$ cat config.mk
export PLATFORM = sky130hd
export DESIGN_NAME = smx_ram
export DESIGN_NICKNAME = d
export VERILOG_FILES = /design/src/design/smx_ram.sv
export SDC_FILE = /design/constraint.sdc
export NUM_CORES = 2
export LEC_CHECK = 0
export BUFFER_PORTS_ARGS = -buffer_cell sky130_fd_sc_hd__buf_4
export CAP_MARGIN = 10
export CORE_MARGIN = 2
export CORE_UTILIZATION = 45
export DETAILED_ROUTE_END_ITERATION = 10
export GPL_ROUTABILITY_DRIVEN = 1
export GPL_TIMING_DRIVEN = 0
export PLACE_DENSITY = 0.72
export RECOVER_POWER = 100
export SLEW_MARGIN = 20
export SYNTH_ARGS = -nofsm -noshare
export SYNTH_HDL_FRONTEND = slang
export SYNTH_SLANG_ARGS = --single-unit
$ cat constraint.sdc
create_clock -name clk -period 20.3 [get_ports clk]
set_input_delay 6.09 -clock clk [delete_from_list [all_inputs] [get_ports clk]]
set_output_delay 6.09 -clock clk [all_outputs]
set_load 0.02 [all_outputs]
$ cat src/design/smx_ram.sv
// smx_ram: generic single-write, single-read synchronous memory
// registered read data, no dependencies

module smx_ram #(
	parameter int WIDTH = 64,
	parameter int DEPTH = 64
) (
	input  logic                     clk,
	input  logic                     we,
	input  logic [$clog2(DEPTH)-1:0] waddr,
	input  logic [WIDTH-1:0]         wdata,
	input  logic [$clog2(DEPTH)-1:0] raddr,
	output logic [WIDTH-1:0]         rdata
);

	logic [WIDTH-1:0] mem [DEPTH];

	always_ff @(posedge clk) begin
		if (we) begin
			mem[waddr] <= wdata;
		end
		rdata <= mem[raddr];
	end

endmodule

# Yosys cells after proc, flatten, opt, wreduce, memory -nomap -nowiden
# Memory sizes are Yosys's and may differ from the RTL's. A register that Yosys moved wholly into a read port is not among the register bits.
# Index checks and enable logic that the tools add are counted.
dict set report classes {
  n_mux 2
}
# operator count
set ops {}
lappend ops {{$mux 1} 2}
dict set report word_totals {
  ff_bits 0
  mem_bits_rw 4096
  out_inout_bits 64
  mem_count 1
}
# memory depth word_bits read_ports rd_ports_with_merged_regs wr line_no
set memory_table {}
lappend memory_table {mem 64 64 1 1 1 16} ;# logic [WIDTH-1:0] mem [DEPTH];

# Logic depth before layout (Yosys ltp)
dict set report depth {
  word_depth 2
  depth_mapped 9
}

# Worst setup path after synthesis
# OpenSTA, ideal clock, no wires.
dict set report synth_timing {
  kind {input-to-reg}
  from {input waddr[3]}
  to {memory mem[48][0] (enable)}
  setup_ns 0.564
  arrival_time_ns 10.962
  required_ns 19.736
  slack_ns 8.774
  stages 4
  cell_sequence {clkbuf_1 > nor2b_1 > nand4b_1 > nor3_1}
}
# element line_no
set synth_rtl {}
lappend synth_rtl {{start: declaration} 10} ;# input logic [$clog2(DEPTH)-1:0] waddr,
lappend synth_rtl {{end: declaration} 16}
# No word-level cell before the write port.

# Worst setup path after layout
dict set report layout_timing {
  from {input waddr[3]}
  to {memory mem[52][29] (enable)}
}
# No word-level cell before the write port.

==> impl_metrics.json <==
{
  "finalNonFillerCells": 12300,
  "cts_setup_buffers": 0,
  "crit_type": "in2reg",
  "grt_overflow": 0,
  "antenna_found_initial": 44,
  "cap_violations": 209,
  "cts_max_level": 5,
  "synth_edf_count": 4096,
  "synthTopCellsByArea": "edfxtp_1 79%, mux4_2 15%, mux2i_1 0.86%",
  "drt_iter0_drc": 11500,
  "wl_per_cell_um": 34.2,
  "layout_min_cycle_time_ns": 11.77,
  "placed_cells": 11500,
  "finalSetupViolCount": 0,
  "synth_cell_types": 33,
  "p_leak_nw": 54.2,
  "failed_checks": "capacitance limit, slew limit",
  "setup_ws_ns": 8.53,
  "core-area_um2": 346000,
  "ys_ff_latch": 4160,
  "pwr-share-clk_pct": 41.0,
  "intPower_mw": 14.0,
  "drcViolationCount": 0,
  "p_comb_share_pct": 5.2,
  "p_sw_mw": 3.79,
  "die_h_um": 593,
  "clk_path_buf_depth": 4,
  "rsz0062_at_grt": "no",
  "cp_data_arrival_time_ns": 12.25,
  "synthCells": 6598,
  "final_cell_mix": "4096 x edfxtp_1, 1024 x mux4_2, 592 x clkbuf_1",
  "start_util_pct": 45.2,
  "reg2reg_slack_ns": 17.38,
  "cts.sinks": 4160,
  "layout-drive-gt1-share_pct": 23.7,
  "area_delta_synth_final_pct": 12.7,
  "yosysTopAreaCell": "edfxtp_1",
  "peakVddDrop_mv": 0.0817,
  "finalPower_mw": 17.7,
  "die_area_um2": 352000,
  "io_buffers": 133,
  "max_freq_mhz": 84.9,
  "grt_pass1_vias": 77800,
  "fillers": 26200,
  "dp_slack_ns": 10.08,
  "routed-via-count": 77300,
  "root_buffer": "clkbuf_16",
  "routed_wl_um": 420000,
  "grt_usage_pct": 23.5,
  "final-hold-violation-count": 0,
  "nets": 7433,
  "gp_congestion": 0.843,
  "fin_tns_setup_ns": 0,
  "slew_headroom_pct": -157,
  "syn_avg_cell_area_um2": 23.7,
  "swShare_pct": 21.4,
  "viasPerCell": 6.30,
  "ctsHoldBuffers": 0,
  "final_common_cell": "edfxtp_1",
  "grt_pass1_wl_um": 587000,
  "min_period_over_period_pct": 58.0,
  "end_kind": "flip-flop",
  "mappedNetlistArea_um2": 156000,
  "hpwlAfterDp_um": 277000,
  "cts_buffers": 387,
  "ant_nets": 0,
  "outcome": "finished, violations left",
  "pin_count": 142,
  "rows": 216,
  "worstPathMaxFanout": 20,
  "power.density_nw_per_um2": 101,
  "clkTransAtPathRegs_ns": 0.06,
  "power_frac_seq_pct": 53.8,
  "ys_seq_area_share_pct": 79.5,
  "cts_tree": "done",
  "crit_required_ns": 20.78,
  "yosysWarnings": 0,
  "yosys.area.top_type_share_pct": 78.7,
  "worstHoldPathType": "reg2reg",
  "cts_resized": 0,
  "tightestPinTransition_ns": 3.85,
  "worstSkewPairLatency_ns": 0.94,
  "finalClockSkew_ns": 0.0670,
  "timing.hold.ws_ns": 0.908,
  "dr.pass1.iters": 6,
  "grt_max_degree": 65,
  "drv_slew": 6495,
  "async_reset_ff_share_pct": 0,
  "syn-num-nets": 6676,
  "cp-start-kind": "input pin",
  "die_w_um": 593,
  "synth_flop_cell": "edfxtp_1"
}
## final timing paths
check | from | to | cells past startpoint
max | waddr[3] | mem[52][29]$_DFFE_PP_ | 7
min | mem[63][50]$_DFFE_PP_ | rdata[50]$_DFF_P_ | 4
max reg2reg | mem[50][1]$_DFFE_PP_ | rdata[1]$_DFF_P_ | 5
min reg2reg | mem[63][50]$_DFFE_PP_ | rdata[50]$_DFF_P_ | 4
## logic make-up (layout without fill, tap and decap cells)
kind of cell,after synthesis,count (layout),share of synthesized area [%]
flip-flops,4160,4160,79.5
multiplexers,1159,1159,15.6
AO/OA/AOI/OAI,504,504,2.48
buffers and inverters,389,1467,1.18
AND/OR/NAND/NOR,386,386,1.24
other,0,17,0
## cells in the mapped netlist (3+ instances only)
cell type and n:
a211oi_1 63, buf_4 34, or2_2 28, a22o_1 88
buf_1 20, dfxtp_1 64, nand2_1 58, buf_6 6
a41oi_1 26, clkbuf_1 140, and3_1 64, nor2b_1 28
or3_1 29, a2bb2oi_1 19, inv_1 19, buf_2 170
o221ai_1 38, mux2i_1 135, a31oi_1 18, o22ai_1 83
nor2_1 112, nand3_1 45, and2_1 3, a22oi_1 168
nand2b_1 11, mux4_2 1024, edfxtp_1 4096
## critical path, cell delays in order
cell	delay, ns
clkbuf_1	0.22
nor2b_1	0.30
nand4b_1	0.31
nor2_1	1.70
clkbuf_1	1.19
clkbuf_1	1.13
clkbuf_1	1.21
## flip-flops by register name, indices dropped and copies added, names as in the netlist
signal and count:
mem 4096, rdata 64
## routing by layer
metal  routed length [µm]  vias up  track usage [%]  share of wire, %
li1                     -    30000                -                 -
met1               146000    40700             30.6                35
met2               202000     5487             38.3                48
met3                49200     1063             4.99                12
met4                22500       14             10.2               5.3
met5                   86        -                0             0.020
## metrics by stage
step	cell area (µm²)	util [%]
final	176000	50.9
after global routing	176000	50.9
after CTS	181000	52.3
after detailed placement	168000	48.7
after global placement	163000	47.1
after floorplan	156000	-
## power by group through the flow
stage	clock (mW)	sequential, mW	combinational [mW]
finish	7.28	9.55	0.919
global route	7.63	9.55	0.952
CTS	7.32	9.53	0.947
detailed placement	0	9.71	0.941
global placement	0	9.71	0.897
floorplan	0	9.73	0.443
## layout make-up
| type | instances | area [µm²] | share of cell area, % |
|---|---|---|---|
| inverters | 19 | 71.3 | 0.0405 |
| well taps | 4578 | 5730 | 3.25 |
| repair buffers | 368 | 1470 | 0.836 |
| multi-input cells | 2049 | 30300 | 17.2 |
| diodes | 17 | 42.5 | 0.0241 |
| clock buffers | 493 | 10300 | 5.87 |
| clock inverters | 217 | 2230 | 1.27 |
| plain buffers | 370 | 1770 | 1.00 |
| flip-flops and latches | 4160 | 124000 | 70.5 |
No activity file was read; power rests on OpenSTA's default activity.
