### src/design/smx_pkg.sv
// smx_pkg: shared types, constants and functions of the stack machine executor
// used by smx_alu and stack_machine_executor_top

package smx_pkg;

	localparam int STACK_DEPTH = 64;
	localparam int SP_W        = $clog2(STACK_DEPTH + 1);
	localparam int ADDR_W      = $clog2(STACK_DEPTH);

	localparam logic [63:0] MAX_POS  = 64'h7FFF_FFFF_FFFF_FFFF;
	localparam logic [63:0] SIGN_VAL = 64'h8000_0000_0000_0000;

	typedef enum logic [3:0] {
		OP_PUSH = 4'd0,
		OP_POP  = 4'd1,
		OP_IN   = 4'd2,
		OP_MUL  = 4'd3,
		OP_SUB  = 4'd4,
		OP_OUT  = 4'd5,
		OP_ADD  = 4'd6,
		OP_DIV  = 4'd7,
		OP_SQRT = 4'd8,
		OP_HALT = 4'd9
	} opcode_t;

	typedef enum logic [2:0] {
		ST_OK       = 3'd0,
		ST_HALTED   = 3'd1,
		ST_DIVZERO  = 3'd2,
		ST_UNDER    = 3'd3,
		ST_OVER     = 3'd4,
		ST_NEGROOT  = 3'd5
	} status_t;

	typedef enum logic [1:0] {
		ALU_MUL  = 2'd0,
		ALU_DIV  = 2'd1,
		ALU_SQRT = 2'd2
	} alu_op_t;

	typedef struct packed {
		logic    start;
		alu_op_t op;
	} alu_req_t;

	typedef enum logic [1:0] {
		AS_IDLE = 2'd0,
		AS_RUN  = 2'd1,
		AS_FIN  = 2'd2
	} alu_state_t;

	typedef enum logic [2:0] {
		S_IDLE = 3'd0,
		S_POP  = 3'd1,
		S_POPW = 3'd2,
		S_EXEC = 3'd3,
		S_ALU  = 3'd4,
		S_PUSH = 3'd5,
		S_DONE = 3'd6
	} seq_state_t;

	function automatic logic [63:0] saturate(input logic neg, input logic big,
		input logic [63:0] mag);
		logic [63:0] r;
		if (!neg) begin
			r = (big || mag > MAX_POS) ? MAX_POS : mag;
		end else begin
			r = (big || mag > SIGN_VAL) ? SIGN_VAL : (~mag + 64'd1);
		end
		return r;
	endfunction

	function automatic logic [63:0] magnitude(input logic [63:0] x);
		return x[63] ? (~x + 64'd1) : x;
	endfunction

endpackage

### src/design/smx_alu.sv
// smx_alu: bit-serial Q32.32 multiply, divide and square root unit
// depends on smx_pkg

module smx_alu import smx_pkg::*; (
	input  logic        clk,
	input  logic        arst_n,
	input  alu_req_t    req,
	input  logic [63:0] a,
	input  logic [63:0] b,
	output logic        done,
	output logic [63:0] result
);

	alu_state_t state_q, state_d;
	alu_op_t    op_q;
	logic [6:0]  cnt_q;
	logic [64:0] hi_q;
	logic [95:0] lo_q;
	logic [63:0] qr_q;
	logic [63:0] den_q;
	logic        neg_q;
	logic        big_q;

	logic [64:0] mul_sum;
	logic [64:0] div_rem;
	logic        div_ge;
	logic [50:0] sq_rem;
	logic [50:0] sq_trial;
	logic        sq_ge;

	always_comb begin
		mul_sum  = {1'b0, hi_q[63:0]} + (lo_q[0] ? {1'b0, den_q} : 65'd0);
		div_rem  = {hi_q[63:0], lo_q[95]};
		div_ge   = div_rem >= {1'b0, den_q};
		sq_rem   = {hi_q[48:0], lo_q[95:94]};
		sq_trial = {1'b0, qr_q[47:0], 2'b01};
		sq_ge    = sq_rem >= sq_trial;
	end

	always_comb begin
		state_d = state_q;
		unique case (state_q)
			AS_IDLE: if (req.start) state_d = AS_RUN;
			AS_RUN:  if (cnt_q == 7'd0) state_d = AS_FIN;
			AS_FIN:  state_d = AS_IDLE;
			default: state_d = AS_IDLE;
		endcase
	end

	always_ff @(posedge clk or negedge arst_n) begin
		if (!arst_n) begin
			state_q <= AS_IDLE;
		end else begin
			state_q <= state_d;
		end
	end

	always_ff @(posedge clk) begin
		if (state_q == AS_IDLE && req.start) begin
			op_q  <= req.op;
			neg_q <= a[63] ^ b[63];
			big_q <= 1'b0;
			hi_q  <= '0;
			qr_q  <= '0;
			unique case (req.op)
				ALU_MUL: begin
					cnt_q <= 7'd63;
					den_q <= magnitude(a);
					lo_q  <= {32'd0, magnitude(b)};
				end
				ALU_DIV: begin
					cnt_q <= 7'd95;
					den_q <= magnitude(b);
					lo_q  <= {magnitude(a), 32'd0};
				end
				default: begin
					cnt_q <= 7'd47;
					den_q <= '0;
					lo_q  <= {a, 32'd0};
				end
			endcase
		end else if (state_q == AS_RUN) begin
			cnt_q <= cnt_q - 7'd1;
			unique case (op_q)
				ALU_MUL: begin
					hi_q <= {1'b0, mul_sum[64:1]};
					lo_q <= {32'd0, mul_sum[0], lo_q[63:1]};
				end
				ALU_DIV: begin
					lo_q <= {lo_q[94:0], 1'b0};
					qr_q <= {qr_q[62:0], div_ge};
					hi_q <= div_ge ? (div_rem - {1'b0, den_q}) : div_rem;
					if (div_ge && cnt_q[6]) begin
						big_q <= 1'b1;
					end
				end
				default: begin
					lo_q <= {lo_q[93:0], 2'b00};
					qr_q <= {qr_q[62:0], sq_ge};
					hi_q <= {14'd0, sq_ge ? (sq_rem - sq_trial) : sq_rem};
				end
			endcase
		end
	end

	always_comb begin
		done   = (state_q == AS_FIN);
		unique case (op_q)
			ALU_MUL:  result = saturate(neg_q, hi_q[63:32] != 32'd0,
				{hi_q[31:0], lo_q[63:32]});
			ALU_DIV:  result = saturate(neg_q, big_q, qr_q);
			default:  result = qr_q;
		endcase
	end

endmodule

### config.mk
export PLATFORM = sky130hd
export DESIGN_NAME = smx_alu
export DESIGN_NICKNAME = d
export VERILOG_FILES = /design/src/design/smx_pkg.sv /design/src/design/smx_alu.sv
export SDC_FILE = /design/constraint.sdc
export NUM_CORES = 2
export LEC_CHECK = 0
export BUFFER_PORTS_ARGS = -buffer_cell sky130_fd_sc_hd__clkbuf_2
export CORE_UTILIZATION = 40
export DETAILED_ROUTE_END_ITERATION = 10
export PLACE_DENSITY = 0.6
export REMOVE_ABC_BUFFERS = 1
export SLEW_MARGIN = 25
export SYNTH_ARGS = -nofsm -noshare
export SYNTH_HDL_FRONTEND = slang
export SYNTH_SLANG_ARGS = --single-unit
### constraint.sdc
create_clock -name clk -period 5.8 [get_ports clk]
set_input_delay 0.58 -clock clk [delete_from_list [all_inputs] [get_ports clk]]
set_output_delay 0.58 -clock clk [all_outputs]
set_load 0.05 [all_outputs]
# [Word-level counts from Yosys, hierarchy flattened]
# Index checks and enable logic that the tools add are counted.
[classes] addsub=8 magnitude_cmp=6 n_eq_ne=6 muxes=25 bitwise=6 reduce_logical=15
[op_table] operator="$mux 64" count=10
[op_table] operator="$pmux 64 s2" count=4
[op_table] operator="$pmux 96 s2" count=2
[op_table] operator="$add 64x1->64 const B" count=4
[op_table] operator="$not 64->64" count=4
[op_table] operator="$mux 96" count=2
[op_table] operator="$gt 64x63->1 const B" count=2
[op_table] operator="$gt 64x64->1 const B" count=2
[op_table] operator="$add 64x64->65" count=1
[op_table] operator="$ge 65x64->1" count=1
[op_table] operator="$sub 64x64->64" count=1
[op_table] operator="$ge 51x50->1" count=1
[op_table] operator="$mux 51" count=1
[op_table] operator="$sub 51x50->51" count=1
[op_table] operator="$reduce_bool 32->1" count=1
[op_table] operator="$mux 7" count=2
[op_table] operator="$pmux 7 s2" count=1
[op_table] operator="$logic_not 7->1" count=1
[op_table] operator="$sub 7x1->7 const B" count=1
[op_table] operator="$eq 2x1->1 const B" count=3
[op_table] operator="$logic_not 2->1" count=3
[op_table] operator="$logic_or 1x1->1" count=4
[op_table] operator="$mux 2" count=2
[op_table] operator="$ne 2x2->1 const B" count=2
[op_table] operator="8 further kinds" count=10
[totals] ff_bits=301 in_bits=133 output_inout_bits=65 word_cells=75

# [Longest topological paths before layout]
[depth] depth_word=5 depth_mapped=18 ltp_nobuf=15

# [Worst setup path after synthesis]
# OpenSTA, ideal clock, no wires.
[synth_path] kind="reg-to-output" from="register lo_q[50]" to="output port result[27]" t_arrival_ns=4.466 required_time_ns=5.220 slack_ns=0.754 path_stages_with_launch=12 path_buffers=1 cell_sequence="edfxtp_1 -> or3_1 -> or4_1 -> or4_1 -> nor4_4 -> nand2_1 -> o41ai_1 -> nand2_1 -> nand2_1 -> nand2_1 -> buf_2 -> o32ai_1"
[synth_between] elab_chain_cells=5 elab_cells_between_ends=10 cone_classes="add/sub: 1; order compare: 2; mux: 4; bitwise: 1; reduce/logical: 2"
[synth_lines] element="start, declared" line="smx_alu.sv:18" source="logic [95:0] lo_q;"
[synth_lines] element="start signal, assigned" line="smx_alu.sv:69" source="lo_q <= {32'd0, magnitude(b)};"
[synth_lines] element="start signal, assigned" line="smx_alu.sv:74" source="lo_q <= {magnitude(a), 32'd0};"
[synth_lines] element="start signal, assigned" line="smx_alu.sv:79" source="lo_q <= {a, 32'd0};"
[synth_lines] element="$not 64->64 (tied with other cells)" line="smx_pkg.sv:68" source="r = (big || mag > SIGN_VAL) ? SIGN_VAL : (~mag + 64'd1);"
[synth_lines] element="$add 64x1->64 (tied with other cells)" line="smx_pkg.sv:68"
[synth_lines] element="$mux 64, on equally long branches" line="smx_pkg.sv:68, smx_pkg.sv:66"
[synth_lines] element="$mux 64 (*)" line="smx_pkg.sv:65" source="if (!neg) begin"
[synth_lines] element="$pmux 64 s2 (*)" line="smx_alu.sv:108" source="unique case (op_q)"
[synth_lines] element="end, declared" line="smx_alu.sv:11" source="output logic [63:0] result"
# Mark *: on every way between the ends. The rest lies on a longest branch, timed or not.

# [Worst setup path in the final report]
[layout_path] from="register qr_q[19]" to="output port result[29]"
[layout_between] elab_chain_cells=5 elab_cells_between_ends=10 cone_classes="add/sub: 1; order compare: 2; mux: 4; bitwise: 1; reduce/logical: 2"
[layout_lines] element="start, declared" line="smx_alu.sv:19" source="logic [63:0] qr_q;"
[layout_lines] element="start signal, assigned" line="smx_alu.sv:91" source="qr_q <= {qr_q[62:0], div_ge};"
[layout_lines] element="start signal, assigned" line="smx_alu.sv:99" source="qr_q <= {qr_q[62:0], sq_ge};"
[layout_lines] element="$not 64->64 (tied with other cells)" line="smx_pkg.sv:68"
[layout_lines] element="$add 64x1->64 (tied with other cells)" line="smx_pkg.sv:68"
[layout_lines] element="$mux 64, on equally long branches" line="smx_pkg.sv:68, smx_pkg.sv:66"
[layout_lines] element="$mux 64 (*)" line="smx_pkg.sv:65"
[layout_lines] element="$pmux 64 s2 (*)" line="smx_alu.sv:108"
# Marked as above.

==> impl_metrics.csv <==
group,metric,value,unit
cells_and_area,final_cells,5933,
floorplanning,die-area,87070,sq um
cells_and_area,area_growth,10.70,%
sta,fin_crit_sh,97.35,%
flow_run,maxCapViolCount,0,
placed_design,gp_congestion,1.001,
synthesis,netlist_instances,4746,
synthesis,synth-edff-count,170,
clocking,cts_sinks,301,
global_routing,grt_usage,33.63,%
sta,finalHoldViolCount,0,
sta,worst_clock_skew,0.05640,ns
power_and_ir_drop,vdd_drop_max,0.1725,mV
global_routing,grt_pass1_vias,34339,
synthesis,ys_ff_latch,301,
floorplanning,die_w,295.1,microns
placed_design,post-dp-hpwl,117.9,mm
cells_and_area,final_util,44.67,%
routing,first_iter_violations,4923,
worst_setup_path,r2r_cells,14,
sta,tns,0,ns
status,status,"finished clean",
clocking,cts_tree,"yes",
sta,rsz0062_at_grt,"false",
sta,holdWs,0.2753,ns
clocking,h-tree-depth,2,
routing,avgViaCountPerCell,6.383,
cells_and_area,drive_gt1_share,10.47,%
synthesis,yosysSeqAreaShare,22.52,%
sta,tightest_slew,1.157,ns
clocking,cts_root_buf,"clkbuf_16",
routing,ant_nets,0,
synthesis,synthesis.area_per_instance,7.239,sq um
cells_and_area,fin_nets,5069,
clocking,clock_path_buffers,3,
worst_setup_path,critPathMaxFanout,31,
clocking,clk_pin_slew_worst_paths,0.08,ns
synthesis,synth_async_sr_flop_share,0.6645,%
worst_setup_path,required,5.22,ns
power_and_ir_drop,leakagePower,15.71,nW
placed_design,port_buffers,197,
cells_and_area,fill_cells,8880,
worst_setup_path,reg2reg_slack,0.88,ns
routing,first_pass_iters,6,
cells_and_area,final_common_cell,"a21oi_1",
routing,wirelength,151.4,mm
synthesis,synthFlopType,"edfxtp_1",
routing,drcViolationCount,0,
global_routing,grt_max_degree,105,
global_routing,antenna_found_initial,4,
sta,slew_headroom,21.81,%
hold_path,holdCritPathClass,"in -> async",
routing,wire_per_inst,25.52,microns
global_routing,grt_first_pass_wirelength,221.6,mm
synthesis,synth_cell_types,88,
worst_setup_path,critPathKind,"reg -> out",
sta,max_freq,177.1,MHz
floorplanning,rows,107,
synthesis,synth_warnings,0,
sta,fin_crit,5.646,ns
cells_and_area,final_cell_mix,"a21oi_1 (563), nand2_1 (464), nor2_1 (391)",
placed_design,dp_cells,5849,
power_and_ir_drop,p_per_area,143.7,nW/um^2
synthesis,syn_area,34360,sq um
global_routing,overflow,0,
floorplanning,io_pins,198,
worst_setup_path,worstPathArrival,5.07,ns
sta,slew_violations,0,
sta,setup_viol,0,
clocking,clk_latency,0.64,ns
power_and_ir_drop,power.total,5.467,mW
clocking,cts_inserted_buffers,41,
floorplanning,floorplan.initialDensity,40.35,%
floorplanning,chipHeight,295.1,microns
worst_setup_path,setup.worst_path.start_class,"flip-flop",
floorplanning,coreArea,85150,sq um
routing,vias,37868,
worst_setup_path,worstSetupEndpointType,"primary output",
## where the power goes
group	leakage, nW	internal, mW	switching [mW]
Clock	0.695	1.59	1.19
Sequential	2.83	2.24	0
Combinational	12.2	0.149	0.299
## cell type report
cell class	instances	area, sq um	area share, %
Clock inverter	27	316.6	0.8323
Antenna cell	5	12.51	0.03290
Sequential cell	301	7737	20.34
Tap cell	1144	1431	3.763
Timing Repair Buffer	316	2017	5.303
Clock buffer	49	1096	2.882
Inverter	204	773.2	2.033
Multi-Input combinational cell	3887	24650	64.81
## critical path: stages, from the launching register on
cell and delay, ns:
dfxtp_1 0.40, or4_1 0.61, nor3_1 0.28, and3_1 0.32, nand4b_1 0.12, buf_4 0.19
or2_1 0.32, nor4_4 0.24, a21oi_1 0.13, buf_4 0.19, nor2_2 0.39, buf_12 0.29
a21oi_1 0.11, o22ai_1 0.44, clkbuf_2 0.38
## metrics by stage
| step | setup WS, ns | area [sq um] |
|---|---|---|
| 2_1_floorplan | -3.570 | 33010 |
| 3_3_place_gp | 0.5542 | 36520 |
| 3_5_place_dp | 0.4610 | 36520 |
| 4_1_cts | -0.05990 | 37960 |
| 5_1_grt | 0.03238 | 38030 |
| 6_report | 0.1536 | 38030 |
## registers in the layout, indices dropped and copies added (netlist names)
name,count
hi_q,64
state_q,2
neg_q,1
qr_q,64
big_q,1
cnt_q,7
lo_q,96
op_q,2
den_q,64
## cell usage after synthesis, drive strengths merged, types with 12 or more instances
library cell / count / share of area, %
o22ai: 123 / 2.2
inv: 201 / 2.2
or2: 38 / 0.69
nor2: 399 / 4.4
xnor2: 165 / 4.2
o41ai: 24 / 0.61
a21oi: 564 / 8.2
o31a: 12 / 0.31
buf: 54 / 0.64
nand2b: 29 / 0.53
mux2i: 115 / 3.4
a31oi: 75 / 1.4
or3: 80 / 1.5
nand2: 470 / 5.1
ha: 183 / 6.7
and3: 58 / 1.1
a21o: 91 / 2.0
o21a: 27 / 0.59
o221ai: 18 / 0.46
xor2: 146 / 3.7
a221oi: 65 / 1.7
o31ai: 64 / 1.4
or4: 34 / 0.78
nor3: 107 / 1.6
and2: 88 / 1.6
nand3: 72 / 1.1
o211ai: 41 / 0.90
dfxtp: 129 / 7.5
clkbuf: 300 / 3.3
nand4: 66 / 1.2
a211oi: 101 / 2.2
nor4: 44 / 0.94
nor2b: 23 / 0.42
mux2: 18 / 0.59
o21bai: 39 / 0.85
edfxtp: 170 / 15
o21ai: 366 / 5.3
## cells by family after synthesis
group                    share of synthesized area, %
AO/OA/AOI/OAI                                   31.04
multiplexers                                    3.940
flip-flops                                      22.52
XOR/XNOR                                        7.928
AND/OR/NAND/NOR                                 21.65
buffers and inverters                           6.147
adder cells (fa/ha/maj)                         6.781
## per-layer routing
metal	vias up	GRT usage (%)	share of wire, %
li1	17585	-	-
met1	17830	45.96	42
met3	359	5.510	9.8
met2	2092	50.30	42
met5	-	0	0.011
met4	2	18.44	6.2
## final timing paths
| kind | from | end |
|---|---|---|
| max reg2reg | qr_q[2]$_SDFFE_PP0P_ | hi_q[41]$_SDFFE_PP0P_ |
| min | arst_n | state_q[1]$_DFFE_PN0P_ |
| max in group asynchronous | arst_n | state_q[0]$_DFFE_PN0P_ |
| max | qr_q[19]$_SDFFE_PP0P_ | result[29] |
| min reg2reg | qr_q[33]$_SDFFE_PP0P_ | qr_q[34]$_SDFFE_PP0P_ |
| min in group clk | a[61] | lo_q[93]$_DFFE_PP_ |
## repair_timing
| item | in CTS | in global routing |
|---|---|---|
| setup endpoints to repair | 21 | 53 |
| gates cloned | 0 | 0 |
| hold buffers | 1 | 0 |
| hold endpoints to repair | 2 | 0 |
| setup buffers | 0 | 1 |
| resized for setup | 3 | 9 |
No activity file was read; power rests on OpenSTA's default activity.
